==> config.mk <==
export PLATFORM = sky130hd
export DESIGN_NAME = modbus_read_response_checker_core_flat
export DESIGN_NICKNAME = d
export VERILOG_FILES = /design/src/hdl/mrc_pkg.sv /design/src/hdl/mrc_in_if.sv /design/src/hdl/mrc_out_if.sv /design/src/hdl/mrc_cfg_if.sv /design/src/hdl/modbus_read_response_checker_core.sv /design/src/hdl/mrc_crc_serial.sv /design/src/hdl/mrc_reg_store.sv /design/src/flat_wrapper.sv
export VERILOG_INCLUDE_DIRS = /design/src /design/src/hdl
export SDC_FILE = /design/constraint.sdc
export NUM_CORES = 1
export LEC_CHECK = 0
export ABC_AREA = 1
export BUFFER_PORTS_ARGS = -buffer_cell sky130_fd_sc_hd__buf_2
export CORE_ASPECT_RATIO = 1.25
export CORE_MARGIN = 1.5
export CORE_UTILIZATION = 45
export CTS_CLUSTER_DIAMETER = 100
export CTS_CLUSTER_SIZE = 28
export DETAILED_ROUTE_END_ITERATION = 7
export MAX_ROUTING_LAYER = met4
export SLEW_MARGIN = 10
export SYNTH_ARGS = -nofsm -noshare
export SYNTH_HDL_FRONTEND = slang
export SYNTH_SLANG_ARGS = --single-unit
==> constraint.sdc <==
create_clock -name clk_i -period 2.9 [get_ports clk_i]
set_input_delay 0.58 -clock clk_i [delete_from_list [all_inputs] [get_ports clk_i]]
set_output_delay 0.58 -clock clk_i [all_outputs]
set_load 0.05 [all_outputs]
==> src/hdl/assert_macros.svh <==
// concurrent assertion helpers, clock and active-low reset passed in
`ifndef ASSERT_MACROS_SVH
`define ASSERT_MACROS_SVH

// same-cycle implication
`define ASSERT_IMP(lbl, clk, rstn, ante, cons, msg) \
  lbl: assert property (@(posedge clk) disable iff (!rstn) (ante) |-> (cons)) \
    else $error(msg);

// next-cycle implication
`define ASSERT_NXT(lbl, clk, rstn, ante, cons, msg) \
  lbl: assert property (@(posedge clk) disable iff (!rstn) (ante) |=> (cons)) \
    else $error(msg);

`endif

==> src/hdl/mrc_pkg.sv <==
package mrc_pkg;

  localparam int unsigned REGISTER_COUNT_DEF = 12;

  localparam logic [7:0]  SLAVE_ADDR_RST = 8'd81;
  localparam logic [7:0]  FUNC_READ_HOLD = 8'h03;
  localparam logic [15:0] CRC_INIT       = 16'hFFFF;
  localparam logic [15:0] CRC_POLY       = 16'hA001;

  typedef enum logic [2:0] {
    STAT_OK    = 3'd0,
    STAT_ADDR  = 3'd1,
    STAT_FUNC  = 3'd2,
    STAT_COUNT = 3'd3,
    STAT_CRC   = 3'd4
  } status_e;

  typedef enum logic [1:0] {
    S_IDLE,
    S_CRC,
    S_READ,
    S_LOAD
  } state_e;

  typedef struct packed {
    logic       load;
    logic       restart;
    logic [7:0] data;
  } crc_cmd_t;

endpackage

==> src/hdl/mrc_in_if.sv <==
interface mrc_in_if;
  logic       valid;
  logic       ready;
  logic [7:0] data_byte;
  logic       frame_start;

  modport source (output valid, output data_byte, output frame_start, input ready);
  modport sink (input valid, input data_byte, input frame_start, output ready);
endinterface

==> src/hdl/mrc_out_if.sv <==
interface mrc_out_if;
  logic               valid;
  logic               ready;
  logic        [3:0]  reg_index;
  logic signed [15:0] reg_value;
  logic        [2:0]  status;
  logic               last;

  modport source (output valid, output reg_index, output reg_value, output status,
                  output last, input ready);
  modport sink (input valid, input reg_index, input reg_value, input status,
                input last, output ready);
endinterface

==> src/hdl/mrc_cfg_if.sv <==
interface mrc_cfg_if;
  logic       valid;
  logic       ready;
  logic [7:0] data;

  modport source (output valid, output data, input ready);
  modport sink (input valid, input data, output ready);
endinterface

==> src/hdl/modbus_read_response_checker_core.sv <==
// channel  | dir | beat
// in_i     | in  | one response byte, frame_start marks the first
// cfg_i    | in  | expected slave address, always ready
// out_o    | out | one register result, status of the frame, last flag
//
// ignored bytes and the trailer-low byte leave the sequencer idle; address, function, count
// and data bytes wait in S_CRC, the crc advancing one bit per cycle in the serial crc unit.
// the final byte starts a store read then an output load for each register in turn,
// ending idle after the last register.
// reset leaves the block idle: bytes without frame_start are ignored.
// a stall on out_o holds the sequencer; the last result may still wait while
// the next byte is taken.
`include "assert_macros.svh"

module modbus_read_response_checker_core #(
  parameter int unsigned REGISTER_COUNT = mrc_pkg::REGISTER_COUNT_DEF
) (
  input  logic clk_i,
  input  logic rst_ni,
  mrc_in_if.sink    in_i,
  mrc_cfg_if.sink   cfg_i,
  mrc_out_if.source out_o
);
  import mrc_pkg::*;

  localparam int unsigned FrameBytes = 2 * REGISTER_COUNT + 5;
  localparam int unsigned DataEnd    = 2 * REGISTER_COUNT + 3;
  localparam int unsigned PosW       = $clog2(FrameBytes + 1);
  localparam int unsigned IdxW       = (REGISTER_COUNT > 1) ? $clog2(REGISTER_COUNT) : 1;
  localparam logic [7:0]  ByteCount  = 8'((2 * REGISTER_COUNT) % 256);
  localparam logic [IdxW-1:0] RdLast = IdxW'(REGISTER_COUNT - 1);

  state_e state_q, state_d;

  logic [7:0]      slave_addr_q;
  logic [PosW-1:0] pos_q, pos_d;
  status_e         hdr_status_q, hdr_status_d;
  status_e         frame_status_q, frame_status_d;
  logic [7:0]      held_q, held_d;
  logic [7:0]      trailer_q, trailer_d;
  logic [IdxW-1:0] rd_idx_q, rd_idx_d;

  logic               out_valid_q, out_valid_d;
  logic [IdxW+3:0]    out_idx_q, out_idx_d;
  logic signed [15:0] out_value_q, out_value_d;
  status_e            out_status_q, out_status_d;
  logic               out_last_q, out_last_d;

  // byte decode
  logic            in_acc, frame_live, is_crc_byte, is_final;
  logic [PosW-1:0] pos_eff, off;
  status_e         hdr_base;

  crc_cmd_t    crc_cmd;
  logic [15:0] crc_val;
  logic        crc_busy;

  logic            wr_en, rd_en, load_en;
  logic [IdxW-1:0] wr_addr;
  logic [15:0]     rd_data;

  assign in_i.ready  = (state_q == S_IDLE);
  assign cfg_i.ready = 1'b1;

  assign in_acc      = in_i.valid && in_i.ready;
  assign pos_eff     = in_i.frame_start ? '0 : pos_q;
  assign frame_live  = in_i.frame_start || (pos_q < PosW'(FrameBytes));
  assign is_crc_byte = frame_live && (pos_eff < PosW'(DataEnd));
  assign is_final    = frame_live && (pos_eff == PosW'(DataEnd + 1));
  assign hdr_base    = in_i.frame_start ? STAT_OK : hdr_status_q;
  assign off         = pos_eff - PosW'(3);

  // next state
  always_comb begin
    state_d = state_q;
    case (state_q)
      S_IDLE: begin
        if (in_acc && is_crc_byte) begin
          state_d = S_CRC;
        end else if (in_acc && is_final) begin
          state_d = S_READ;
        end
      end
      S_CRC: begin
        if (!crc_busy) begin
          state_d = S_IDLE;
        end
      end
      S_READ: state_d = S_LOAD;
      S_LOAD: begin
        if (load_en) begin
          state_d = (rd_idx_q == RdLast) ? S_IDLE : S_READ;
        end
      end
      default: state_d = S_IDLE;
    endcase
  end

  // control outputs
  always_comb begin
    crc_cmd.load    = in_acc && is_crc_byte;
    crc_cmd.restart = in_i.frame_start;
    crc_cmd.data    = in_i.data_byte;
    rd_en           = (state_q == S_READ);
    load_en         = (state_q == S_LOAD) && (!out_valid_q || out_o.ready);
    wr_en           = in_acc && is_crc_byte && (pos_eff > PosW'(2)) && off[0];
    wr_addr         = off[IdxW:1];
  end

  // frame datapath
  always_comb begin
    pos_d          = pos_q;
    hdr_status_d   = hdr_status_q;
    frame_status_d = frame_status_q;
    held_d         = held_q;
    trailer_d      = trailer_q;
    rd_idx_d       = rd_idx_q;
    if (in_acc && frame_live) begin
      pos_d        = pos_eff + 1'b1;
      hdr_status_d = hdr_base;
      if (pos_eff == PosW'(0)) begin
        if (in_i.data_byte != slave_addr_q) begin
          hdr_status_d = STAT_ADDR;
        end
      end else if (pos_eff == PosW'(1)) begin
        if (hdr_base == STAT_OK && in_i.data_byte != FUNC_READ_HOLD) begin
          hdr_status_d = STAT_FUNC;
        end
      end else if (pos_eff == PosW'(2)) begin
        if (hdr_base == STAT_OK && in_i.data_byte != ByteCount) begin
          hdr_status_d = STAT_COUNT;
        end
      end else if (pos_eff < PosW'(DataEnd)) begin
        if (!off[0]) begin
          held_d = in_i.data_byte;
        end
      end else if (pos_eff == PosW'(DataEnd)) begin
        trailer_d = in_i.data_byte;
      end else begin
        frame_status_d = hdr_base;
        if (hdr_base == STAT_OK && crc_val != {in_i.data_byte, trailer_q}) begin
          frame_status_d = STAT_CRC;
        end
        rd_idx_d = '0;
      end
    end
    if (load_en && rd_idx_q != RdLast) begin
      rd_idx_d = rd_idx_q + 1'b1;
    end
  end

  // output register
  always_comb begin
    out_valid_d  = out_valid_q;
    out_idx_d    = out_idx_q;
    out_value_d  = out_value_q;
    out_status_d = out_status_q;
    out_last_d   = out_last_q;
    if (out_o.ready) begin
      out_valid_d = 1'b0;
    end
    if (load_en) begin
      out_valid_d  = 1'b1;
      out_idx_d    = {4'b0000, rd_idx_q};
      out_value_d  = $signed(rd_data);
      out_status_d = frame_status_q;
      out_last_d   = (rd_idx_q == RdLast);
    end
  end

  always_ff @(posedge clk_i or negedge rst_ni) begin
    if (!rst_ni) begin
      state_q        <= S_IDLE;
      slave_addr_q   <= SLAVE_ADDR_RST;
      pos_q          <= PosW'(FrameBytes);
      hdr_status_q   <= STAT_OK;
      frame_status_q <= STAT_OK;
      held_q         <= '0;
      trailer_q      <= '0;
      rd_idx_q       <= '0;
      out_valid_q    <= 1'b0;
    end else begin
      state_q        <= state_d;
      pos_q          <= pos_d;
      hdr_status_q   <= hdr_status_d;
      frame_status_q <= frame_status_d;
      held_q         <= held_d;
      trailer_q      <= trailer_d;
      rd_idx_q       <= rd_idx_d;
      out_valid_q    <= out_valid_d;
      if (cfg_i.valid && cfg_i.ready) begin
        slave_addr_q <= cfg_i.data;
      end
    end
  end

  always_ff @(posedge clk_i) begin
    out_idx_q    <= out_idx_d;
    out_value_q  <= out_value_d;
    out_status_q <= out_status_d;
    out_last_q   <= out_last_d;
  end

  assign out_o.valid     = out_valid_q;
  assign out_o.reg_index = out_idx_q[3:0];
  assign out_o.reg_value = out_value_q;
  assign out_o.status    = out_status_q;
  assign out_o.last      = out_last_q;

  mrc_crc_serial u_crc (
    .clk_i  (clk_i),
    .rst_ni (rst_ni),
    .cmd_i  (crc_cmd),
    .crc_o  (crc_val),
    .busy_o (crc_busy)
  );

  mrc_reg_store #(
    .Depth (REGISTER_COUNT),
    .AddrW (IdxW)
  ) u_store (
    .clk_i     (clk_i),
    .wr_en_i   (wr_en),
    .wr_addr_i (wr_addr),
    .wr_data_i ({held_q, in_i.data_byte}),
    .rd_en_i   (rd_en),
    .rd_addr_i (rd_idx_q),
    .rd_data_o (rd_data)
  );

  `ASSERT_IMP(a_no_byte_while_crc, clk_i, rst_ni, crc_busy, !in_i.ready, "byte taken while crc busy")
  `ASSERT_NXT(a_read_then_load, clk_i, rst_ni, state_q == S_READ, state_q == S_LOAD, "store read not followed by load")
  `ASSERT_NXT(a_last_ends_burst, clk_i, rst_ni, load_en && (rd_idx_q == RdLast), (state_q == S_IDLE) && out_o.valid && out_o.last, "final result did not end the burst")

endmodule

==> src/hdl/mrc_crc_serial.sv <==
module mrc_crc_serial (
  input  logic             clk_i,
  input  logic             rst_ni,
  input  mrc_pkg::crc_cmd_t cmd_i,
  output logic [15:0]      crc_o,
  output logic             busy_o
);
  import mrc_pkg::*;

  localparam int unsigned BitsPerByte = 8;
  localparam int unsigned CntW        = $clog2(BitsPerByte);

  logic [15:0]     crc_q, crc_d;
  logic [CntW-1:0] cnt_q, cnt_d;
  logic            busy_q, busy_d;
  logic [15:0]     base;

  always_comb begin
    crc_d  = crc_q;
    cnt_d  = cnt_q;
    busy_d = busy_q;
    base   = cmd_i.restart ? CRC_INIT : crc_q;
    if (cmd_i.load) begin
      crc_d  = base ^ {8'h00, cmd_i.data};
      cnt_d  = '0;
      busy_d = 1'b1;
    end else if (busy_q) begin
      // one polynomial step per cycle, lsb first
      crc_d = crc_q[0] ? ((crc_q >> 1) ^ CRC_POLY) : (crc_q >> 1);
      cnt_d = cnt_q + 1'b1;
      if (cnt_q == CntW'(BitsPerByte - 1)) begin
        busy_d = 1'b0;
      end
    end
  end

  always_ff @(posedge clk_i or negedge rst_ni) begin
    if (!rst_ni) begin
      crc_q  <= CRC_INIT;
      cnt_q  <= '0;
      busy_q <= 1'b0;
    end else begin
      crc_q  <= crc_d;
      cnt_q  <= cnt_d;
      busy_q <= busy_d;
    end
  end

  assign crc_o  = crc_q;
  assign busy_o = busy_q;

endmodule

==> src/hdl/mrc_reg_store.sv <==
module mrc_reg_store #(
  parameter int unsigned Depth = mrc_pkg::REGISTER_COUNT_DEF,
  parameter int unsigned AddrW = (Depth > 1) ? $clog2(Depth) : 1
) (
  input  logic             clk_i,
  input  logic             wr_en_i,
  input  logic [AddrW-1:0] wr_addr_i,
  input  logic [15:0]      wr_data_i,
  input  logic             rd_en_i,
  input  logic [AddrW-1:0] rd_addr_i,
  output logic [15:0]      rd_data_o
);
  import mrc_pkg::*;

  logic [15:0] mem [Depth];
  logic [15:0] rd_data_q;

  always_ff @(posedge clk_i) begin
    if (wr_en_i) begin
      mem[wr_addr_i] <= wr_data_i;
    end
  end

  always_ff @(posedge clk_i) begin
    if (rd_en_i) begin
      rd_data_q <= mem[rd_addr_i];
    end
  end

  assign rd_data_o = rd_data_q;

endmodule
==> src/flat_wrapper.sv <==
// flat-port wrapper written by rule: the top's interface ports become plain ports
module modbus_read_response_checker_core_flat import mrc_pkg::*;
#(
  parameter int unsigned REGISTER_COUNT = mrc_pkg::REGISTER_COUNT_DEF
)
  (clk_i, rst_ni, in_i_valid, in_i_data_byte, in_i_frame_start, in_i_ready, cfg_i_valid, cfg_i_data, cfg_i_ready, out_o_valid, out_o_reg_index, out_o_reg_value, out_o_status, out_o_last, out_o_ready);
  mrc_in_if in_i_i ();
  mrc_cfg_if cfg_i_i ();
  mrc_out_if out_o_i ();
  input  logic clk_i;
  input  logic rst_ni;
  input wire logic [$bits(in_i_i.valid)-1:0] in_i_valid;
  input wire logic [$bits(in_i_i.data_byte)-1:0] in_i_data_byte;
  input wire logic [$bits(in_i_i.frame_start)-1:0] in_i_frame_start;
  output wire logic [$bits(in_i_i.ready)-1:0] in_i_ready;
  input wire logic [$bits(cfg_i_i.valid)-1:0] cfg_i_valid;
  input wire logic [$bits(cfg_i_i.data)-1:0] cfg_i_data;
  output wire logic [$bits(cfg_i_i.ready)-1:0] cfg_i_ready;
  output wire logic [$bits(out_o_i.valid)-1:0] out_o_valid;
  output wire logic [$bits(out_o_i.reg_index)-1:0] out_o_reg_index;
  output wire logic [$bits(out_o_i.reg_value)-1:0] out_o_reg_value;
  output wire logic [$bits(out_o_i.status)-1:0] out_o_status;
  output wire logic [$bits(out_o_i.last)-1:0] out_o_last;
  input wire logic [$bits(out_o_i.ready)-1:0] out_o_ready;
  assign in_i_i.valid = in_i_valid;
  assign in_i_i.data_byte = in_i_data_byte;
  assign in_i_i.frame_start = in_i_frame_start;
  assign in_i_ready = in_i_i.ready;
  assign cfg_i_i.valid = cfg_i_valid;
  assign cfg_i_i.data = cfg_i_data;
  assign cfg_i_ready = cfg_i_i.ready;
  assign out_o_valid = out_o_i.valid;
  assign out_o_reg_index = out_o_i.reg_index;
  assign out_o_reg_value = out_o_i.reg_value;
  assign out_o_status = out_o_i.status;
  assign out_o_last = out_o_i.last;
  assign out_o_i.ready = out_o_ready;
  modbus_read_response_checker_core #(.REGISTER_COUNT(REGISTER_COUNT)) u_core (.clk_i(clk_i), .rst_ni(rst_ni), .in_i(in_i_i), .cfg_i(cfg_i_i), .out_o(out_o_i));
endmodule
==> metrics.md <==
| Metric | Value |
|---|---|
| Routing usage on met2 | 0.356 |
| Remaining Overflow, GRT | 0 |
| Port Buffer Count | 47 |
| Root buf cell | clkbuf_16 |
| Post-synth EDFFs | 232 |
| Top cells by area, synth | edfxtp_1 57%, dfrtp_1 7.9%, nor2_1 5.2% |
| Drt total wl | 27.8 mm |
| Die area | roughly 28000 µm² |
| Largest net degree at the start of global routing | 100 |
| FMAX | between 400 and 500 MHz |
| Commonest cells in the netlist | 232 x edfxtp_1, 172 x nor2_1, 154 x nand2_1 |
| Mapped Area | roughly 12000 µm² |
| CTS buffer count | 14 |
| Dominant cell by count in the synthesized netlist | edfxtp_1 |
| Core outline area | ~27000 µm² |
| Slew headroom | 0.555 |
| Async SR Flop Fraction | 0.211 |
| Via/cell ratio | approximately 5.3 |
| Postcts setup bufs | 0 |
| Number of global-route vias before repair | roughly 7700 |
| ANT nets after route | 0 |
| Global Route Usage Sum | 0.209 |
| Mapped Cells | ~1000 |
| Post-layout nets | 1120 |
| Clk slew on worst S/H paths | between 0.1 and 0.15 ns |
| Placed wire-length estimate | 18.5 mm |
| Min cycle time layout | between 2 and 2.5 ns |
| Hold Crit Depth | 3 |
| Share of layout cells above drive strength 1 | 0.156 |
| Initial DRC count | ~550 |
| CP endpoint kind | flip-flop |
| Die H | 188 µm |
| Synth unique cells | 46 |
| DR WL/cell | a little under 20 µm |
| Fin crit share | 0.791 |
| # rows | between 60 and 70 |
| Io pins | 49 |
| Startpoint Class | flip-flop |
| Fin. Hold Viols | 0 |
| Syn Area/Cell | 11.8 µm² |
| Gr busiest metal | met2 |
| Status | complete, no violations |
| Met1 GRT Util | 0.268 |
| Worst-case clock skew | 0.0128 ns |
| PwrDens | a little over 900 nW/µm² |
| Gpl congestion | 0.840 |
| Global routing usage on met3 | 0.0180 |
| CTS Sinks | 294 |
| Area added between synthesis and finish | 9.62% |
| Leakage | roughly 5 nW |
| Post-synth top area cell | edfxtp_1 |
| Most used DFF post-synth | edfxtp_1 |
| Hold_sp | cfg_i_data[7] |
| Initial antenna violation count | 0 |
| Data required, critical path | ~3.1 ns |
| Setup TNS | 0 ns |
| Synth Net Count | 1071 |
| Initial Util | 0.459 |
| Origin of the critical flop-to-flop path | u_core.pos_q[0] |
| Max Cap Viol | 0 |
| Hold Crit Class | primary input to flip-flop |
| DR pass1 iterations | 5 |
| Worst-Skew Late Latency | 0.50 ns |
| First-pass GRT wire length | about 44 mm |
| Vias | between 7000 and 8000 |
| Die W | roughly 150 µm |
| Worst slew pin tran | 0.667 ns |
| Clock Path Buffers | 3 |
| CP max FO | 8 |
| H-Tree Depth | 1 |
| Design area | approximately 13000 µm² |
| Final setup viols | 0 |
| DRC | 0 |
| Crit Path Class | flip-flop to flip-flop |
| Flops & latches, synth | between 200 and 300 |
| Maximum VDD drop | 0.627 mV |
| CTS tree | done |
| Crit path DAT | 2.49 ns |
| Seq/Total Area, Yosys | 0.695 |
| Worst reg2reg path depth | 9 |
| Diode count | 0 |
| RSZ-0062 raised after global routing | no |
| Proportion of netlist area held by the largest area contributor | 0.566 |
| Cell area after placement | 13100 µm² |
| CP Launch Point | u_core.pos_q[0] |
| Max-slew violation count | 0 |
| Yosys warning total | 0 |
==> through the flow <==
step / cells / utilization / total power (W) / setup WS (ns) / hold slack (ns)
6_report: 1444 / 0.503 / 0.0122 / 0.607 / 0.295
5_1_grt: 1444 / 0.503 / 0.0130 / 0.433 / 0.293
4_1_cts: 1444 / 0.503 / 0.0123 / 0.604 / 0.281
3_5_place_dp: 1419 / 0.487 / 0.0101 / 0.318 / 0.405
3_3_place_gp: 1419 / 0.487 / 0.0101 / 0.305 / 0.403
2_1_floorplan: 1042 / - / 0.00871 / -0.00821 / 0.284
==> sequential cells by signal (all words and copies together), names as in the netlist, 2 cells and up <==
register and cells:
u_core.held_q 8, u_core.pos_q 5, u_core.state_q 2, u_core.slave_addr_q 8, u_core.u_store.rd_data_o 16, u_core.u_crc.crc_o 16, u_core.out_idx_q 4, u_core.u_store.mem 192
u_core.hdr_status_q 3, u_core.trailer_q 8, u_core.out_o.status 3, u_core.u_crc.cnt_q 3, u_core.out_o.reg_value 16, u_core.rd_idx_q 4, u_core.frame_status_q 3
==> area by class of cell <==
class                   instances  area [µm²]
repair buffers                 85         586
fillers                      2406       13300
clock inverters                 2        17.5
multi-input cells             639        3280
inverters                      57         221
well taps                     345         432
flip-flops and latches        294        8550
clock buffers                  22         402
==> layout by cell type, fill, tap and decap left out, types with 4 or more instances in the layout <==
master and count:
clkbuf_16 15, nand2_4 4, dfrtp_1 37, ha_1 7
o22ai_1 34, a31oi_1 15, buf_2 47, nand2_1 154
nor2_1 171, edfxtp_1 232, o21ai_0 126, a21oi_1 6
dfstp_2 23, nand4_1 4, inv_2 6, clkbuf_1 7
nand2_2 8, buf_12 5, o211a_1 11, xor2_1 22
buf_4 32, nand3_1 16, o21ai_1 11, o21ai_2 9
inv_1 50, o211ai_1 10
==> routing by layer <==
layer  up-vias  wire length (µm)  part of all wire
met5         -                 0                 0
met4         0               621             0.022
met3        39               902             0.032
met2       185             14300              0.52
met1      3757             11900              0.43
li1       3717                 -                 -
==> path summary, 6_finish.rpt <==
kind / end / slack (ns)
setup reg to reg: u_core.u_store.mem[4][5] / 0.61
min in group asynchronous: u_core.u_crc.cnt_q[1] / 0.49
hold reg to reg: u_core.out_o.reg_value[12] / 0.43
setup / recovery: u_core.u_store.mem[4][5] / 0.61
hold / removal: u_core.slave_addr_q[7] / 0.30
max in group asynchronous: u_core.slave_addr_q[6] / 1.64
==> power breakdown <==
| part | switching [W] | internal [W] |
|---|---|---|
| registers | 0.000602 | 0.00545 |
| logic | 0.00269 | 0.00124 |
| clock network | 0.00127 | 0.000983 |
| total | 0.00456 | 0.00768 |
==> critical path: stages (launching register included) <==
cell and delay, ns:
dfstp_2 0.59, nand2_2 0.10, inv_2 0.11, ha_1 0.20, inv_1 0.07, nand2_1 0.08
xor2_1 0.22, nand2_1 0.15, nor2_1 0.23, buf_4 0.24
==> logic make-up after synthesis <==
logic type | after synthesis | synth area share
and+or+nand+nor | 377 | 0.131
muxes | 3 | 0.00275
xor gates and xnor gates | 25 | 0.0178
adders and majority gates | 7 | 0.00712
other | 1 | 0.000305
DFF | 294 | 0.695
AOI/OAI and AO/OA | 226 | 0.107
buffers and inverters | 109 | 0.0389
==> timing repair <==
action                    4_1_cts  5_1_grt
gates resized for setup         0        0
hold buffers                    1        0
hold endpoints to repair        2        0
No activity file was read; power rests on OpenSTA's default activity.
